===== config.mk =====
export PLATFORM = sky130hd
export DESIGN_NAME = binary_to_decimal_ascii_core
export DESIGN_NICKNAME = d
export VERILOG_FILES = /design/src/hw/rtl/b2d_pkg.sv /design/src/hw/rtl/b2d_front.sv /design/src/hw/rtl/b2d_queue.sv /design/src/hw/rtl/b2d_back.sv /design/src/hw/rtl/binary_to_decimal_ascii_core.sv
export VERILOG_INCLUDE_DIRS = /design/src /design/src/hw/rtl
export SDC_FILE = /design/constraint.sdc
export NUM_CORES = 1
export LEC_CHECK = 0
export BUFFER_PORTS_ARGS = -buffer_cell sky130_fd_sc_hd__buf_2
export CAP_MARGIN = 15
export CORE_MARGIN = 10
export CORE_UTILIZATION = 35
export DETAILED_ROUTE_END_ITERATION = 12
export HOLD_SLACK_MARGIN = 0.06
export PLACE_DENSITY = 0.48
export SETUP_SLACK_MARGIN = 0.1
export SYNTH_ARGS = -nofsm -noshare
export SYNTH_HDL_FRONTEND = slang
export SYNTH_SLANG_ARGS = --single-unit
export TNS_END_PERCENT = 50

===== constraint.sdc =====
create_clock -name clk -period 8.41 [get_ports clk]
set_input_delay 1.2615 -clock clk [delete_from_list [all_inputs] [get_ports clk]]
set_output_delay 1.2615 -clock clk [all_outputs]
set_load 0.02 [all_outputs]

===== src/hw/rtl/binary_to_decimal_ascii_core_macros.svh =====
// ----------------------------------------------------------------------------
// Assertion macros
// Shared concurrent assertion forms for the decimal ASCII converter.
// ----------------------------------------------------------------------------
`ifndef BINARY_TO_DECIMAL_ASCII_CORE_MACROS_SVH
`define BINARY_TO_DECIMAL_ASCII_CORE_MACROS_SVH

// Same-cycle implication, checked outside reset.
`define B2D_ASSERT_IMPLY(name, clk, rst_n, cond, prop) \
    name: assert property (@(posedge clk) disable iff (!rst_n) (cond) |-> (prop)) \
        else $error("b2d: same-cycle implication failed");

// Next-cycle implication, checked outside reset.
`define B2D_ASSERT_NEXT(name, clk, rst_n, cond, prop) \
    name: assert property (@(posedge clk) disable iff (!rst_n) (cond) |=> (prop)) \
        else $error("b2d: next-cycle implication failed");

`endif


===== src/hw/rtl/b2d_pkg.sv =====
// ----------------------------------------------------------------------------
// b2d_pkg
// Types, constants and a helper function of the decimal ASCII converter.
// ----------------------------------------------------------------------------
package b2d_pkg;

    localparam int VALUE_W            = 64;
    localparam int CHAR_W             = 7;
    localparam int BIT_CNT_W          = $clog2(VALUE_W);
    localparam int DEFAULT_MAX_DIGITS = 16;
    localparam int QUEUE_DEPTH        = 2;

    localparam logic [CHAR_W-1:0] ASCII_ZERO  = 7'h30;
    localparam logic [CHAR_W-1:0] ASCII_NINE  = 7'h39;
    localparam logic [CHAR_W-1:0] ASCII_MINUS = 7'h2D;
    localparam logic [CHAR_W-1:0] CHAR_NONE   = 7'h00;

    typedef struct packed {
        logic [VALUE_W-1:0] value_bits;
        logic               signed_mode;
    } b2d_in_t;

    typedef struct packed {
        logic [CHAR_W-1:0] char_code;
        logic              last_char;
        logic              too_long;
    } b2d_out_t;

    // A classified job as it waits between the front and back parts.
    typedef struct packed {
        logic [VALUE_W-1:0] mag;
        logic               neg;
        logic               err;
    } b2d_job_t;

    function automatic logic [VALUE_W-1:0] pow10(input int n);
        logic [VALUE_W-1:0] p;
        p = VALUE_W'(1);
        for (int i = 0; i < n; i++)
        begin
            p = p * VALUE_W'(10);
        end
        return p;
    endfunction

endpackage


===== src/hw/rtl/b2d_front.sv =====
// ----------------------------------------------------------------------------
// b2d_front
// Accepts a value, takes its magnitude and checks it against the digit limit.
// ----------------------------------------------------------------------------
module b2d_front
    import b2d_pkg::*;
#(
    parameter int MAX_DIGITS = DEFAULT_MAX_DIGITS
)
(
    input  logic     clk,
    input  logic     rst_n,
    input  logic     start,
    output logic     busy,
    input  b2d_in_t  operand,
    output logic     push,
    output b2d_job_t push_data,
    input  logic     full
);

    localparam logic [VALUE_W-1:0] LIMIT     = pow10(MAX_DIGITS);
    // A negative value's magnitude reaches the limit exactly when the raw
    // value is at or below two's complement of the limit.
    localparam logic [VALUE_W-1:0] NEG_BOUND = ~LIMIT + VALUE_W'(1);

    logic    hold_valid_reg;
    logic    hold_valid_next;
    b2d_in_t hold_reg;
    logic    accept;
    logic    neg;

    assign push   = hold_valid_reg && !full;
    assign busy   = hold_valid_reg && full;
    assign accept = start && !busy;

    always_comb
    begin
        hold_valid_next = hold_valid_reg;
        if (accept)
        begin
            hold_valid_next = 1'b1;
        end
        else if (push)
        begin
            hold_valid_next = 1'b0;
        end
    end

    always_ff @(posedge clk or negedge rst_n)
    begin
        if (!rst_n)
        begin
            hold_valid_reg <= 1'b0;
        end
        else
        begin
            hold_valid_reg <= hold_valid_next;
        end
    end

    always_ff @(posedge clk)
    begin
        if (accept)
        begin
            hold_reg <= operand;
        end
    end

    assign neg = hold_reg.signed_mode && hold_reg.value_bits[VALUE_W-1];

    always_comb
    begin
        push_data.neg = neg;
        push_data.mag = neg ? (~hold_reg.value_bits + VALUE_W'(1)) : hold_reg.value_bits;
        push_data.err = neg ? (hold_reg.value_bits <= NEG_BOUND)
                            : (hold_reg.value_bits >= LIMIT);
    end

endmodule


===== src/hw/rtl/b2d_queue.sv =====
// ----------------------------------------------------------------------------
// b2d_queue
// Short job queue between the classifying front and the converting back.
// ----------------------------------------------------------------------------
`include "binary_to_decimal_ascii_core_macros.svh"

module b2d_queue
    import b2d_pkg::*;
(
    input  logic     clk,
    input  logic     rst_n,
    input  logic     push,
    input  b2d_job_t push_data,
    output logic     full,
    input  logic     pop,
    output b2d_job_t pop_data,
    output logic     empty
);

    localparam int PTR_W = (QUEUE_DEPTH > 1) ? $clog2(QUEUE_DEPTH) : 1;
    localparam int CNT_W = $clog2(QUEUE_DEPTH + 1);

    b2d_job_t             job_mem [QUEUE_DEPTH];
    logic [PTR_W-1:0]     wr_ptr_reg, wr_ptr_next;
    logic [PTR_W-1:0]     rd_ptr_reg, rd_ptr_next;
    logic [CNT_W-1:0]     count_reg, count_next;

    assign full     = (count_reg == CNT_W'(QUEUE_DEPTH));
    assign empty    = (count_reg == '0);
    assign pop_data = job_mem[rd_ptr_reg];

    always_comb
    begin
        wr_ptr_next = wr_ptr_reg;
        rd_ptr_next = rd_ptr_reg;
        if (push)
        begin
            wr_ptr_next = (wr_ptr_reg == PTR_W'(QUEUE_DEPTH - 1)) ? '0
                                                                  : wr_ptr_reg + PTR_W'(1);
        end
        if (pop)
        begin
            rd_ptr_next = (rd_ptr_reg == PTR_W'(QUEUE_DEPTH - 1)) ? '0
                                                                  : rd_ptr_reg + PTR_W'(1);
        end
        case ({push, pop})
            2'b10:   count_next = count_reg + CNT_W'(1);
            2'b01:   count_next = count_reg - CNT_W'(1);
            default: count_next = count_reg;
        endcase
    end

    always_ff @(posedge clk or negedge rst_n)
    begin
        if (!rst_n)
        begin
            wr_ptr_reg <= '0;
            rd_ptr_reg <= '0;
            count_reg  <= '0;
        end
        else
        begin
            wr_ptr_reg <= wr_ptr_next;
            rd_ptr_reg <= rd_ptr_next;
            count_reg  <= count_next;
        end
    end

    always_ff @(posedge clk)
    begin
        if (push)
        begin
            job_mem[wr_ptr_reg] <= push_data;
        end
    end

    `B2D_ASSERT_IMPLY(a_no_push_when_full, clk, rst_n, push, !full)
    `B2D_ASSERT_IMPLY(a_no_pop_when_empty, clk, rst_n, pop, !empty)
    `B2D_ASSERT_NEXT(a_count_tracks_push, clk, rst_n, push && !pop, count_reg != '0)

endmodule


===== src/hw/rtl/b2d_back.sv =====
// ----------------------------------------------------------------------------
// b2d_back
// Bit-serial double-dabble conversion and one-character-per-cycle output.
// ----------------------------------------------------------------------------
`include "binary_to_decimal_ascii_core_macros.svh"

module b2d_back
    import b2d_pkg::*;
#(
    parameter int MAX_DIGITS = DEFAULT_MAX_DIGITS
)
(
    input  logic     clk,
    input  logic     rst_n,
    input  logic     empty,
    output logic     pop,
    input  b2d_job_t pop_data,
    output logic     result_valid,
    output b2d_out_t result
);

    localparam int BCD_W = 4 * MAX_DIGITS;
    localparam int IDX_W = (MAX_DIGITS > 1) ? $clog2(MAX_DIGITS) : 1;

    typedef enum logic [3:0] {
        ST_IDLE   = 4'b0001,
        ST_DABBLE = 4'b0010,
        ST_SIGN   = 4'b0100,
        ST_EMIT   = 4'b1000
    } back_state_t;

    back_state_t          state_reg, state_next;
    logic [BIT_CNT_W-1:0] bit_cnt_reg, bit_cnt_next;
    logic [IDX_W-1:0]     digit_idx_reg, digit_idx_next;
    logic                 started_reg, started_next;
    logic                 neg_reg, neg_next;
    logic [VALUE_W-1:0]   shift_reg, shift_next;
    logic [BCD_W-1:0]     bcd_reg, bcd_next;
    logic [BCD_W-1:0]     bcd_adj;
    logic [3:0]           top_digit;
    b2d_out_t             result_reg, result_next;
    logic                 result_valid_reg, result_valid_next;
    logic                 error_out;
    logic                 error_shaped;
    logic                 text_out;
    logic                 text_shaped;
    logic                 minus_out;

    assign pop          = (state_reg == ST_IDLE) && !empty;
    assign result_valid = result_valid_reg;
    assign result       = result_reg;
    assign top_digit    = bcd_reg[BCD_W-1 -: 4];

    // Add three to every digit of five or more before each shift.
    always_comb
    begin
        for (int d = 0; d < MAX_DIGITS; d++)
        begin
            bcd_adj[4*d +: 4] = (bcd_reg[4*d +: 4] >= 4'd5) ? bcd_reg[4*d +: 4] + 4'd3
                                                             : bcd_reg[4*d +: 4];
        end
    end

    always_comb
    begin
        state_next        = state_reg;
        bit_cnt_next      = bit_cnt_reg;
        digit_idx_next    = digit_idx_reg;
        started_next      = started_reg;
        neg_next          = neg_reg;
        shift_next        = shift_reg;
        bcd_next          = bcd_reg;
        result_next       = result_reg;
        result_valid_next = 1'b0;

        unique case (state_reg)
            ST_IDLE:
            begin
                if (!empty)
                begin
                    if (pop_data.err)
                    begin
                        result_valid_next     = 1'b1;
                        result_next.char_code = CHAR_NONE;
                        result_next.last_char = 1'b1;
                        result_next.too_long  = 1'b1;
                    end
                    else
                    begin
                        shift_next   = pop_data.mag;
                        neg_next     = pop_data.neg;
                        bcd_next     = '0;
                        bit_cnt_next = '0;
                        state_next   = ST_DABBLE;
                    end
                end
            end
            ST_DABBLE:
            begin
                bcd_next     = {bcd_adj[BCD_W-2:0], shift_reg[VALUE_W-1]};
                shift_next   = shift_reg << 1;
                bit_cnt_next = bit_cnt_reg + BIT_CNT_W'(1);
                if (bit_cnt_reg == '1)
                begin
                    digit_idx_next = IDX_W'(MAX_DIGITS - 1);
                    started_next   = 1'b0;
                    state_next     = neg_reg ? ST_SIGN : ST_EMIT;
                end
            end
            ST_SIGN:
            begin
                result_valid_next     = 1'b1;
                result_next.char_code = ASCII_MINUS;
                result_next.last_char = 1'b0;
                result_next.too_long  = 1'b0;
                state_next            = ST_EMIT;
            end
            ST_EMIT:
            begin
                // Leading zeros are skipped, but the units digit always goes out.
                if ((top_digit != 4'd0) || started_reg || (digit_idx_reg == '0))
                begin
                    result_valid_next     = 1'b1;
                    result_next.char_code = ASCII_ZERO + CHAR_W'(top_digit);
                    result_next.last_char = (digit_idx_reg == '0);
                    result_next.too_long  = 1'b0;
                    started_next          = 1'b1;
                end
                bcd_next       = bcd_reg << 4;
                digit_idx_next = digit_idx_reg - IDX_W'(1);
                if (digit_idx_reg == '0)
                begin
                    state_next = ST_IDLE;
                end
            end
            default:
            begin
                state_next = ST_IDLE;
            end
        endcase
    end

    always_ff @(posedge clk or negedge rst_n)
    begin
        if (!rst_n)
        begin
            state_reg        <= ST_IDLE;
            result_valid_reg <= 1'b0;
        end
        else
        begin
            state_reg        <= state_next;
            result_valid_reg <= result_valid_next;
        end
    end

    always_ff @(posedge clk)
    begin
        bit_cnt_reg   <= bit_cnt_next;
        digit_idx_reg <= digit_idx_next;
        started_reg   <= started_next;
        neg_reg       <= neg_next;
        shift_reg     <= shift_next;
        bcd_reg       <= bcd_next;
        result_reg    <= result_next;
    end

    assign error_out    = result_valid_reg && result_reg.too_long;
    assign error_shaped = result_reg.last_char && (result_reg.char_code == CHAR_NONE);
    assign text_out     = result_valid_reg && !result_reg.too_long;
    assign text_shaped  = (result_reg.char_code == ASCII_MINUS)
                       || ((result_reg.char_code >= ASCII_ZERO)
                           && (result_reg.char_code <= ASCII_NINE));
    assign minus_out    = result_valid_reg && (result_reg.char_code == ASCII_MINUS)
                       && !result_reg.last_char;

    `B2D_ASSERT_IMPLY(a_error_is_single, clk, rst_n, error_out, error_shaped)
    `B2D_ASSERT_IMPLY(a_char_is_text, clk, rst_n, text_out, text_shaped)
    `B2D_ASSERT_NEXT(a_sign_emits_minus, clk, rst_n, state_reg == ST_SIGN, minus_out)

endmodule


===== src/hw/rtl/binary_to_decimal_ascii_core.sv =====
// ----------------------------------------------------------------------------
// binary_to_decimal_ascii_core
// Converts a 64-bit signed or unsigned value into decimal ASCII characters.
// ----------------------------------------------------------------------------
// Usage: drive operand and raise start; the transaction is taken at a clock
// edge where start is high and busy is low. busy rises only while a value
// waits in the input stage and the job queue is full.
// Results come out one character per transaction on result, each valid for
// exactly one cycle while result_valid is high: an optional '-', then the
// digits, most significant first, without leading zeros. last_char marks the
// final character. A magnitude of 10^MAX_DIGITS or more gives one transaction
// with too_long and last_char set and char_code zero.
// Flow: a value passes the input register and the job queue; the back end
// then runs a bit-serial double-dabble pass over all 64 bits, sends a minus
// sign for a negative value and scans MAX_DIGITS digits; each skipped leading
// zero delays the first digit. The back end takes the next job only once it
// is idle again; an error job leaves it idle, and its transaction passes the
// input register, the queue and the result register. Reset empties the queue
// and drops any conversion. The receiver cannot stall results.
// ----------------------------------------------------------------------------
module binary_to_decimal_ascii_core
    import b2d_pkg::*;
#(
    parameter int MAX_DIGITS = DEFAULT_MAX_DIGITS
)
(
    input  logic     clk,
    input  logic     rst_n,
    input  logic     start,
    output logic     busy,
    input  b2d_in_t  operand,
    output logic     result_valid,
    output b2d_out_t result
);

    logic     push;
    logic     pop;
    logic     full;
    logic     empty;
    b2d_job_t push_data;
    b2d_job_t pop_data;

    b2d_front #(
        .MAX_DIGITS (MAX_DIGITS)
    ) u_front (
        .clk       (clk),
        .rst_n     (rst_n),
        .start     (start),
        .busy      (busy),
        .operand   (operand),
        .push      (push),
        .push_data (push_data),
        .full      (full)
    );

    b2d_queue u_queue (
        .clk       (clk),
        .rst_n     (rst_n),
        .push      (push),
        .push_data (push_data),
        .full      (full),
        .pop       (pop),
        .pop_data  (pop_data),
        .empty     (empty)
    );

    b2d_back #(
        .MAX_DIGITS (MAX_DIGITS)
    ) u_back (
        .clk          (clk),
        .rst_n        (rst_n),
        .empty        (empty),
        .pop          (pop),
        .pop_data     (pop_data),
        .result_valid (result_valid),
        .result       (result)
    );

endmodule

==> results.sh <==
export IMPL_grt_max_degree=101
export IMPL_sequentialPowerShare=0.511
export IMPL_critPathArrivalTime_ns=3.77
export IMPL_largest_reg_flops=132
export IMPL_hold_violations=0
export IMPL_powerDensity_nw_per_um2=273
export IMPL_design_area_um2=18700
export IMPL_required_ns=8.71
export IMPL_insertion_delay_ns=0.56
export IMPL_maxCapViolCount=0
export IMPL_antenna_found_initial=0
export IMPL_io_buffers=77
export IMPL_ios=79
export IMPL_p_leak_uw=0.00646
export IMPL_crit_type="reg -> reg"
export IMPL_syn_area_um2=16400
export IMPL_drt_iter0_drc=525
export IMPL_clock_path_buffers=3
export IMPL_cts_tree="built"
export IMPL_place_detailed_hpwl_um=21600
export IMPL_grt_first_pass_wirelength_um=54700
export IMPL_ir_worst_vdd_v=0.000167
export IMPL_post_cts_resized=0
export IMPL_status="finished, final reports clean"
export IMPL_synth_edff_count=345
export IMPL_cts_setup_buffers=0
export IMPL_grt_overflow=0
export IMPL_die_y_um=236
export IMPL_post_route_period_util=0.413
export IMPL_clock_power_share=0.321
export IMPL_syn_nets=1370
export IMPL_internal_power_uw=3680
export IMPL_diodes=0
export IMPL_row_count=79
export IMPL_clk_pin_slew_ns=0.06
export IMPL_grt_util_all_layers=0.119
export IMPL_ys_async_sr_fraction=0.0282
export IMPL_die_w_um=236
export IMPL_synthCells=1265
export IMPL_yosys_area_top_type_share=0.632
export IMPL_hold_path_class="reg -> reg"
export IMPL_drive_gt1_frac=0.118
export IMPL_wl_um=33800
export IMPL_max_freq_mhz=288
export IMPL_core_area_um2=46500
export IMPL_wire_per_inst_um=17.1
export IMPL_fin_setup_tns_ns=0
export IMPL_synthDominantAreaCellType="edfxtp_1"
export IMPL_first_global_vias=10200
export IMPL_skew_ns=0.0127
export IMPL_ys_types=62
export IMPL_stdcell_count=1981
export IMPL_cts_root_buf="clkbuf_16"
export IMPL_cp_end_kind="flip-flop"
export IMPL_layout_min_cycle_time_ns=3.47
export IMPL_cp_max_fo=14
export IMPL_rsz0062_at_grt="no"
export IMPL_hold_buffers=0
export IMPL_combPwrFrac=0.168
export IMPL_final_net_count=1449
export IMPL_worst_slew_pin_slew_ns=1.15
export IMPL_avgSynthCellArea_um2=13.0
export IMPL_die_area_um2=55900
export IMPL_worst_slew_margin_rel=0.225
export IMPL_htreeDepth=2
export IMPL_cts_made_buffers=41
export IMPL_dpl_cell_area_um2=17500
export IMPL_area_growth_pct=13.9
export IMPL_setup_violations=0
export IMPL_synth_seq_cells=355
export IMPL_dpl_cell_count=1908
export IMPL_gp_congestion=0.833
export IMPL_cts_sinks=355
export IMPL_ys_flop_type="edfxtp_1"
export IMPL_initial_core_util=0.353
export IMPL_synth_top_cells_by_area="edfxtp_1 (63%), mux2i_1 (4.0%), o21ai_0 (3.9%)"
export IMPL_critPathLaunchType="flip-flop"
export IMPL_ys_seq_area_frac=0.648
export IMPL_drv_slew=0
export IMPL_vias=9896
export IMPL_vias_per_cell=5.00
export IMPL_drt_pass1_iterations=6
export IMPL_yosys_warnings=0
export IMPL_p_sw_frac=0.276
export IMPL_drc=0
export IMPL_ant_nets=0
export IMPL_p_switching_uw=1400
==> layer usage <==
layer,share of wire,GRT usage
met5,0,0
met4,0.026,0.0438
met3,0.036,0.0246
met2,0.47,0.195
met1,0.47,0.152
==> worst max-delay path, stage by stage (launching register included) <==
cell	delay [ns]
edfxtp_1	0.46
inv_1	0.09
ha_1	0.16
nor3b_1	0.57
nand4_1	0.53
nor3_2	0.93
a41oi_1	0.25
xor2_1	0.21
==> cell type report <==
class / instances / area [um^2]
clock buffer: 58 / 1090
clock inverter: 15 / 119
fill: 4436 / 27800
inverter: 51 / 191
multi-input combinational: 806 / 5410
sequential: 355 / 10600
tap: 607 / 759
timing repair buffer: 89 / 475
==> synth_stat cells (3+ instances only) <==
library cell and number:
nor2b_1 8, o41ai_1 5, o22ai_1 16, or4_1 4, a21oi_1 53, a21o_1 4
xor2_1 44, ha_1 37, and2_1 8, o41ai_2 4, inv_1 51, clkbuf_1 38
mux2i_1 65, nor4_4 4, nor4_1 9, dfrtp_1 9, nor3b_1 24, a22oi_1 6
edfxtp_1 345, nand3_1 11, nor3_1 19, or3_1 7, a22o_1 15, xnor2_1 50
nand2b_1 21, o21ai_0 127, nand2_1 127, o31ai_1 11, nand4_1 10, nor4b_1 4
nor2_1 50, a41oi_1 6, and3_1 3, a21boi_0 3, buf_1 11, a31oi_1 18
o32ai_1 6
==> final timing paths <==
| check | startpoint | to | slack [ns] | cells after the start |
|---|---|---|---|---|
| min in group asynchronous | rst_n | u_back.result_valid$_DFF_PN0_ | 0.55 | 1 |
| worst min register to register | u_back.shift_reg[39]$_DFFE_PP_ | u_back.shift_reg[40]$_DFFE_PP_ | 0.52 | 2 |
| max in group asynchronous | rst_n | u_back.state_reg[0]$_DFFE_PN1P_ | 7.60 | 1 |
| worst max-delay path | u_front.hold_reg[1]$_DFFE_PP_ | u_queue.job_mem[0][60]$_DFFE_PP_ | 4.94 | 7 |
| worst min-delay path | u_back.shift_reg[39]$_DFFE_PP_ | u_back.shift_reg[40]$_DFFE_PP_ | 0.52 | 2 |
| worst max register to register | u_front.hold_reg[1]$_DFFE_PP_ | u_queue.job_mem[0][60]$_DFFE_PP_ | 4.94 | 7 |
==> cell usage in the layout (no fill, tap or decap), types with 5 or more instances in the layout <==
master     instances
edfxtp_1         345
o32ai_1            6
buf_4             12
clkbuf_16         41
nor2_1            49
mux2i_1           65
a31oi_1           18
o41ai_1            5
nor3b_1           24
ha_1              37
o31ai_1           11
nor2b_1            8
inv_1             51
nor3_1            18
and2_1             7
dfrtp_1            8
nand2_1          126
o21ai_0          127
clkinv_1           9
a22oi_1            6
a21oi_1           53
xor2_1            44
nand3_1           10
nor4_1             9
nand2b_1          21
nand4_1           10
or3_1              6
xnor2_1           50
clkbuf_1          17
o22ai_1           16
buf_2             77
a41oi_1            6
a22o_1            15
==> power groups by stage <==
| stage | Sequential [uW] | Clock [uW] | Combinational (uW) |
|---|---|---|---|
| 3_3_place_gp | 2630 | 0 | 870 |
| 6_report | 2600 | 1630 | 854 |
| 5_1_grt | 2640 | 1760 | 965 |
| 2_1_floorplan | 2610 | 0 | 624 |
| 4_1_cts | 2600 | 1690 | 883 |
| 3_5_place_dp | 2640 | 0 | 883 |
==> per-stage QoR <==
stage / total power, uW / worst slack (ns) / utilization / hold WS [ns]
floorplan: 3230 / 4.54 / - / 0.461
global placement: 3500 / 4.96 / 0.376 / 0.503
detailed placement: 3520 / 4.93 / 0.376 / 0.507
CTS: 5180 / 4.91 / 0.402 / 0.521
global route: 5360 / 4.60 / 0.402 / 0.532
finish: 5090 / 4.94 / 0.402 / 0.521
==> kinds of logic (layout without fill, tap and decap cells) <==
group / count (synthesis) / in the layout / synth area share
XOR/XNOR: 94 / 94 / 0.0502
adder cells (fa/ha/maj): 37 / 37 / 0.0283
other: 1 / 1 / 0.000229
AO/OA/AOI/OAI: 282 / 282 / 0.104
AND/OR/NAND/NOR: 326 / 326 / 0.105
flip-flops: 355 / 355 / 0.648
multiplexers: 66 / 66 / 0.0404
buffers and inverters: 104 / 213 / 0.0244
No activity file was read; power rests on OpenSTA's default activity.
